<file path="config.mk">
export PLATFORM = sky130hd
export DESIGN_NAME = ndl_front
export DESIGN_NICKNAME = d
export VERILOG_FILES = /design/src/design/ndl_pkg.sv /design/src/design/ndl_front.sv
export SDC_FILE = /design/constraint.sdc
export NUM_CORES = 1
export LEC_CHECK = 0
export BUFFER_PORTS_ARGS = -buffer_cell sky130_fd_sc_hd__buf_2
export CORE_ASPECT_RATIO = 1.1
export CORE_MARGIN = 1
export CORE_UTILIZATION = 30
export CTS_BUF_LIST = sky130_fd_sc_hd__clkbuf_4
export DETAILED_ROUTE_END_ITERATION = 8
export GPL_TIMING_DRIVEN = 1
export PLACE_DENSITY = 0.55
export SLEW_MARGIN = 5
export SYNTH_ARGS = -nofsm -noshare
export SYNTH_HDL_FRONTEND = slang
export SYNTH_SLANG_ARGS = --single-unit
export TNS_END_PERCENT = 50
</file>
<file path="constraint.sdc">
create_clock -name i_clk -period 9.7 [get_ports i_clk]
set_clock_uncertainty 0.15 [all_clocks]
set_input_delay 1.94 -clock i_clk [delete_from_list [all_inputs] [get_ports i_clk]]
set_output_delay 1.94 -clock i_clk [all_outputs]
set_load 0.005 [all_outputs]
</file>
<file path="src/design/ndl_pkg.sv">
// Package for the name dictionary lookup: payload structs, command codes,
// sizes and the front-to-back job struct. No dependencies.
`default_nettype none
package ndl_pkg;
    localparam int MaxEntries  = 128;
    localparam int LinearLimit = 16;
    localparam int NodeCount   = MaxEntries + 1;
    localparam int EntryW      = $clog2(MaxEntries);
    localparam int NodeW       = $clog2(NodeCount);
    localparam int QDepth      = 2;

    typedef enum logic [1:0] {
        CMD_NAME   = 2'd0,
        CMD_NODE   = 2'd1,
        CMD_LOOKUP = 2'd2,
        CMD_NONE   = 2'd3
    } t_cmd;

    localparam logic CFG_ENTRY_COUNT   = 1'b0;
    localparam logic CFG_RECORD_STRIDE = 1'b1;

    typedef struct packed {
        logic [1:0]  cmd;
        logic [7:0]  slot;
        logic [63:0] name_low;
        logic [63:0] name_high;
        logic [7:0]  node_bit;
        logic [7:0]  node_left;
        logic [7:0]  node_right;
        logic [7:0]  node_entry;
    } t_in_item;

    typedef struct packed {
        logic        found;
        logic [6:0]  entry_index;
        logic [22:0] record_offset;
    } t_out_item;

    // Command handed from the front to the back: store write or lookup.
    typedef struct packed {
        logic [1:0]  cmd;
        logic [7:0]  slot;
        logic        trie_mode;
        logic [63:0] name_low;
        logic [63:0] name_high;
        logic [7:0]  node_bit;
        logic [7:0]  node_left;
        logic [7:0]  node_right;
        logic [7:0]  node_entry;
    } t_job;
endpackage
`default_nettype wire

</file>
<file path="src/design/ndl_front.sv">
// Front part: accepts input beats, classifies them and queues them for the back.
// Depends on ndl_pkg.
`default_nettype none
module ndl_front import ndl_pkg::*; (
    input  wire logic     i_clk,
    input  wire logic     i_rst_n,
    input  wire logic     push,
    output logic          full,
    input  wire t_in_item i_item,
    input  wire logic [7:0] i_entry_count,
    output logic          o_job_valid,
    output t_job          o_job,
    input  wire logic     i_job_take
);
    t_job r_q [QDepth];
    logic r_rd, r_wr;
    logic [1:0] r_cnt;
    logic acc, do_push;

    assign full    = (r_cnt == 2'(QDepth));
    assign acc     = push && !full;
    // drop unused commands here; everything else keeps its order through the queue
    assign do_push = acc && t_cmd'(i_item.cmd) != CMD_NONE;

    assign o_job_valid = r_cnt != 2'd0;
    assign o_job       = r_q[r_rd];

    always_ff @(posedge i_clk) begin
        if (do_push) begin
            r_q[r_wr] <= '{cmd: i_item.cmd, slot: i_item.slot,
                           trie_mode: i_entry_count >= 8'(LinearLimit),
                           name_low: i_item.name_low, name_high: i_item.name_high,
                           node_bit: i_item.node_bit, node_left: i_item.node_left,
                           node_right: i_item.node_right, node_entry: i_item.node_entry};
        end
        if (!i_rst_n) begin
            r_rd <= 1'b0;
            r_wr <= 1'b0;
            r_cnt <= 2'd0;
        end else begin
            if (do_push) r_wr <= ~r_wr;
            if (i_job_take && o_job_valid) r_rd <= ~r_rd;
            r_cnt <= r_cnt + 2'(do_push) - 2'(i_job_take && o_job_valid);
        end
    end

    assert property (@(posedge i_clk) disable iff (!i_rst_n) r_cnt <= 2'(QDepth))
        else $error("job queue overflow");
    assert property (@(posedge i_clk) disable iff (!i_rst_n)
        (o_job_valid && !i_job_take) |=> $stable(o_job)) else $error("queued job changed");
    assert property (@(posedge i_clk) disable iff (!i_rst_n)
        (do_push && !i_job_take) |=> o_job_valid) else $error("job lost");
endmodule
`default_nettype wire

</file>
==> metrics.txt <==
# TYPE chip_impl_metric gauge
chip_impl_metric{name="floorplan.core_area",unit="mm²"} 0.0424
chip_impl_info{name="crit_type",value="flip-flop to output pin"} 1
chip_impl_metric{name="synthAdderAreaFrac",unit=""} 0.00193
chip_impl_info{name="crit_path_cells",value="buf_4, buf_4, mux2_2, buf_2"} 1
chip_impl_metric{name="share_comb_of_total_power",unit=""} 0.216
chip_impl_metric{name="seq_power_share",unit=""} 0.470
chip_impl_metric{name="ios",unit=""} 355
chip_impl_info{name="timing.hold.worst_endpoint",value="r_wr"} 1
chip_impl_metric{name="port_buffers",unit=""} 350
chip_impl_metric{name="net_switching_power_figure",unit="W"} 0.00104
chip_impl_metric{name="synth.net_count",unit=""} 743
chip_impl_metric{name="worst-r2r-setup-slack",unit="ns"} 6.43
chip_impl_metric{name="postRouteAntennaNets",unit=""} 0
chip_impl_metric{name="drive_gt1_frac",unit=""} 0.646
chip_impl_metric{name="mean_post_synth_cell_area",unit="µm²"} 23.2
chip_impl_metric{name="layout.cell_area.non_filler",unit="mm²"} 0.0165
chip_impl_metric{name="report.final.slew_viol_count",unit=""} 0
chip_impl_metric{name="power.share.clock",unit=""} 0.314
chip_impl_metric{name="yosys.area_share.simple",unit=""} 0.00551
chip_impl_metric{name="synth.yosys.seq_area_share",unit=""} 0.801
chip_impl_metric{name="dpl-instance-area",unit="mm²"} 0.0153
chip_impl_metric{name="clock_tree.htree_level_count",unit=""} 3
chip_impl_metric{name="grt_pass1_vias",unit=""} 7239
chip_impl_info{name="run_status",value="completed"} 1
chip_impl_metric{name="globalRouteTotalUtil",unit=""} 0.122
chip_impl_metric{name="postSynth.asyncResetShare",unit=""} 0
chip_impl_metric{name="number_of_remaining_drc_errors",unit=""} 0
chip_impl_info{name="rr_endpoint",value="r_q[0][165]"} 1
chip_impl_metric{name="timing.slew.headroom",unit=""} 0.252
chip_impl_metric{name="yosys_register_bits",unit=""} 347
chip_impl_metric{name="cell_internal_pwr",unit="W"} 0.00299
chip_impl_info{name="rsz0062_at_grt",value="false"} 1
chip_impl_metric{name="route.detailed.wl_per_inst",unit="µm"} 16.5
chip_impl_metric{name="insertion_delay",unit="ns"} 0.76
chip_impl_info{name="tritoncts",value="built"} 1
chip_impl_info{name="post_synth_main_area_contributors",value="sky130_fd_sc_hd__edfxtp_1 79%, sky130_fd_sc_hd__mux2_4 10%, sky130_fd_sc_hd__mux2_2 7.0%, sky130_fd_sc_hd__buf_6 0.96%, sky130_fd_sc_hd__dfxtp_1 0.77%"} 1
chip_impl_info{name="synth_top_family_by_area",value="multiplexers"} 1
chip_impl_metric{name="die-height",unit="µm"} 220
chip_impl_metric{name="number_of_buffers_inserted_for_hold_repair_after_clock_tree_synthesis",unit=""} 0
chip_impl_metric{name="fin_ws",unit="ns"} 4.08
chip_impl_metric{name="gr-total-overflow",unit=""} 0
chip_impl_metric{name="finalSetupViolations",unit=""} 0
chip_impl_info{name="startpoint_of_the_lowest_slack_register_to_register_path",value="r_cnt[1]"} 1
chip_impl_metric{name="design.die.area",unit="mm²"} 0.0440
chip_impl_metric{name="cts_setup_buffers",unit=""} 0
chip_impl_metric{name="cts-buffers-inserted",unit=""} 94
chip_impl_metric{name="worst-slew-pin-transition",unit="ns"} 1.12
chip_impl_metric{name="clock_sinks",unit=""} 347
chip_impl_metric{name="design.final.nets",unit=""} 1177
chip_impl_metric{name="die_w",unit="µm"} 200
chip_impl_metric{name="post_cts_resize_count",unit=""} 0
chip_impl_info{name="critical_path_top_delay_cell",value="sky130_fd_sc_hd__buf_4"} 1
chip_impl_metric{name="critPathMaxFanout",unit=""} 47
chip_impl_metric{name="drv.max_cap_violation_count",unit=""} 0
chip_impl_metric{name="antenna_found_initial",unit=""} 7
chip_impl_info{name="postSynth.topFlopCell",value="sky130_fd_sc_hd__edfxtp_1"} 1
chip_impl_metric{name="layout_min_cycle_time",unit="ns"} 5.62
chip_impl_metric{name="worst-endpoint-required",unit="ns"} 7.61
chip_impl_info{name="startpoint_type",value="flip-flop"} 1
chip_impl_info{name="synth_top_area_cell",value="sky130_fd_sc_hd__edfxtp_1"} 1
chip_impl_metric{name="total_power_per_unit_cell_area",unit="mW/mm²"} 244
chip_impl_metric{name="period_utilization_post_route",unit=""} 0.579
chip_impl_metric{name="yosys_warnings",unit=""} 0
chip_impl_metric{name="clk_transition_reported_paths",unit="ns"} 0.06
chip_impl_metric{name="grt_start_max_net_pins",unit=""} 71
chip_impl_metric{name="num_vias",unit=""} 6786
chip_impl_metric{name="synthesized_area_fraction_occupied_by_xor_and_xnor_cells",unit=""} 0.00203
chip_impl_metric{name="area_fraction_in_compound_gates_after_synthesis",unit=""} 0.000580
chip_impl_metric{name="worstPathArrival",unit="ns"} 3.53
chip_impl_metric{name="hpwl",unit="µm"} 17200
chip_impl_metric{name="syn-instance-count",unit=""} 559
chip_impl_info{name="synth_common_cells",value="342 x sky130_fd_sc_hd__edfxtp_1, 90 x sky130_fd_sc_hd__mux2_4, 81 x sky130_fd_sc_hd__mux2_2"} 1
chip_impl_metric{name="syn2layout_area_growth",unit="%"} 27.5
chip_impl_metric{name="p_leak",unit="nW"} 6.35
chip_impl_metric{name="floorplan.initialDensity",unit=""} 0.305
chip_impl_metric{name="finalHoldViolations",unit=""} 0
chip_impl_metric{name="floorplan.rows",unit=""} 79
chip_impl_metric{name="place.gp.congestion",unit=""} 0.676
chip_impl_metric{name="detail_route.wirelength",unit="µm"} 26900
chip_impl_info{name="min-delay-path-class",value="flip-flop to flip-flop"} 1
chip_impl_metric{name="multiplexer_area_fraction_after_synthesis",unit=""} 0.176
chip_impl_metric{name="firstDrtPassIters",unit=""} 4
chip_impl_metric{name="max_freq",unit="GHz"} 0.178
chip_impl_metric{name="route.detailed.vias_per_inst",unit=""} 4.15
chip_impl_info{name="critical_path.endpoint_type",value="output pin"} 1
chip_impl_metric{name="cts_buffer_depth",unit=""} 3
chip_impl_metric{name="post-place-ws",unit="ns"} 4.76
chip_impl_metric{name="setup-tns-final",unit="ns"} 0
chip_impl_metric{name="yosysTopAreaCellShare",unit=""} 0.793
chip_impl_metric{name="worst-r2r-cell-count",unit=""} 4
chip_impl_metric{name="hold_depth",unit=""} 2
chip_impl_info{name="path_common_cell",value="sky130_fd_sc_hd__buf_4"} 1
chip_impl_metric{name="power.switching_fraction",unit=""} 0.258
chip_impl_info{name="hold_path_startpoint",value="r_wr"} 1
chip_impl_metric{name="drt_first_iter_violations",unit=""} 238
chip_impl_info{name="clk_root_buffer_cell",value="sky130_fd_sc_hd__clkbuf_4"} 1
chip_impl_metric{name="netlist-cell-type-count",unit=""} 18
chip_impl_metric{name="synth_enable_flop_cells",unit=""} 342
chip_impl_metric{name="grt_pass1_wl",unit="µm"} 39800
chip_impl_metric{name="vdd.ir_drop.worst",unit="mV"} 0.147
chip_impl_metric{name="cell_area_after_technology_mapping",unit="mm²"} 0.0129
chip_impl_info{name="synth_most_common_cell",value="sky130_fd_sc_hd__edfxtp_1"} 1
chip_impl_metric{name="critPathMaxStageDelay",unit="ns"} 0.80
## routing by layer
layer / vias to the layer above / share of wire / track usage
met2: 265 / 0.49 / 0.196
met4: 8 / 0.026 / 0.0656
met5: - / 0.0020 / 0
met1: 3278 / 0.37 / 0.127
li1: 3170 / - / -
met3: 65 / 0.11 / 0.0661
## registers in the layout, summed over array words and instances, names as in the netlist, named ones only
name   cells
r_q      342
r_cnt      2
r_rd       1
r_wr       1
## final cells by class
class                   count  area [µm²]
clock buffers             149        1120
fillers                  4015       25900
repair buffers            357        1800
clock inverters            17        66.3
well taps                 567         709
flip-flops and latches    347       10400
inverters                   2        7.51
diodes                      4        10.0
multi-input cells         191        2420
## kinds of logic after synthesis
| logic type | after synthesis |
|---|---|
| xor gates and xnor gates | 3 |
| muxes | 172 |
| buffers and inverters | 21 |
| DFF | 347 |
| and+or+nand+nor | 13 |
| AOI/OAI and AO/OA | 1 |
| adders and majority gates | 2 |
## power groups by stage
| stage | Combinational, W | Sequential [W] | Clock [W] |
|---|---|---|---|
| 2_1_floorplan | 0.000571 | 0.00195 | 0 |
| 3_3_place_gp | 0.000894 | 0.00192 | 0 |
| 3_5_place_dp | 0.000894 | 0.00193 | 0 |
| 4_1_cts | 0.000897 | 0.00190 | 0.00134 |
| 5_1_grt | 0.000954 | 0.00191 | 0.00141 |
| 6_report | 0.000872 | 0.00190 | 0.00127 |
## worst max-delay path: cells and delay by family (launching register included)
| kind | cells | cell delay [ns] |
|---|---|---|
| buffers and inverters | 3 | 1.61 |
| DFF | 1 | 0.65 |
| muxes | 1 | 0.40 |
## through the flow
stage | hold WS [ns] | util | power (W) | cells
4_1_cts | 0.365 | 0.389 | 0.00414 | 1630
6_report | 0.371 | 0.389 | 0.00404 | 1634
2_1_floorplan | 0.301 | - | 0.00252 | 559
3_5_place_dp | 0.358 | 0.361 | 0.00282 | 1464
5_1_grt | 0.390 | 0.389 | 0.00428 | 1632
3_3_place_gp | 0.350 | 0.361 | 0.00282 | 1464
## placed cells by master (no fill, tap or decap), drive strengths merged
master	Yosys	layout
nand3b	1	1
o21a	1	1
clkinv	0	13
inv	2	6
and2	2	2
mux2i	1	1
edfxtp	342	342
or2	1	1
diode	0	4
dfxtp	5	5
clkbuf	0	149
nand2	3	3
buf	19	357
ha	2	2
xnor2	3	3
mux2	171	171
nor2	2	2
or4	1	1
nor2b	3	3
## worst max-delay path by stage
stage,from,endpoint,slack [ns],cells after the start
5_1_grt,flip-flop,o_job[64],3.78,4
4_1_cts,flip-flop,o_job[56],3.86,4
2_1_floorplan,i_item[168],r_q[0][0],-0.41,3
3_5_place_dp,flip-flop,o_job[56],4.76,4
3_3_place_gp,flip-flop,o_job[56],4.77,4
6_report,flip-flop,o_job[56],4.08,4
Note: power is estimated with default switching activity, not from simulation.
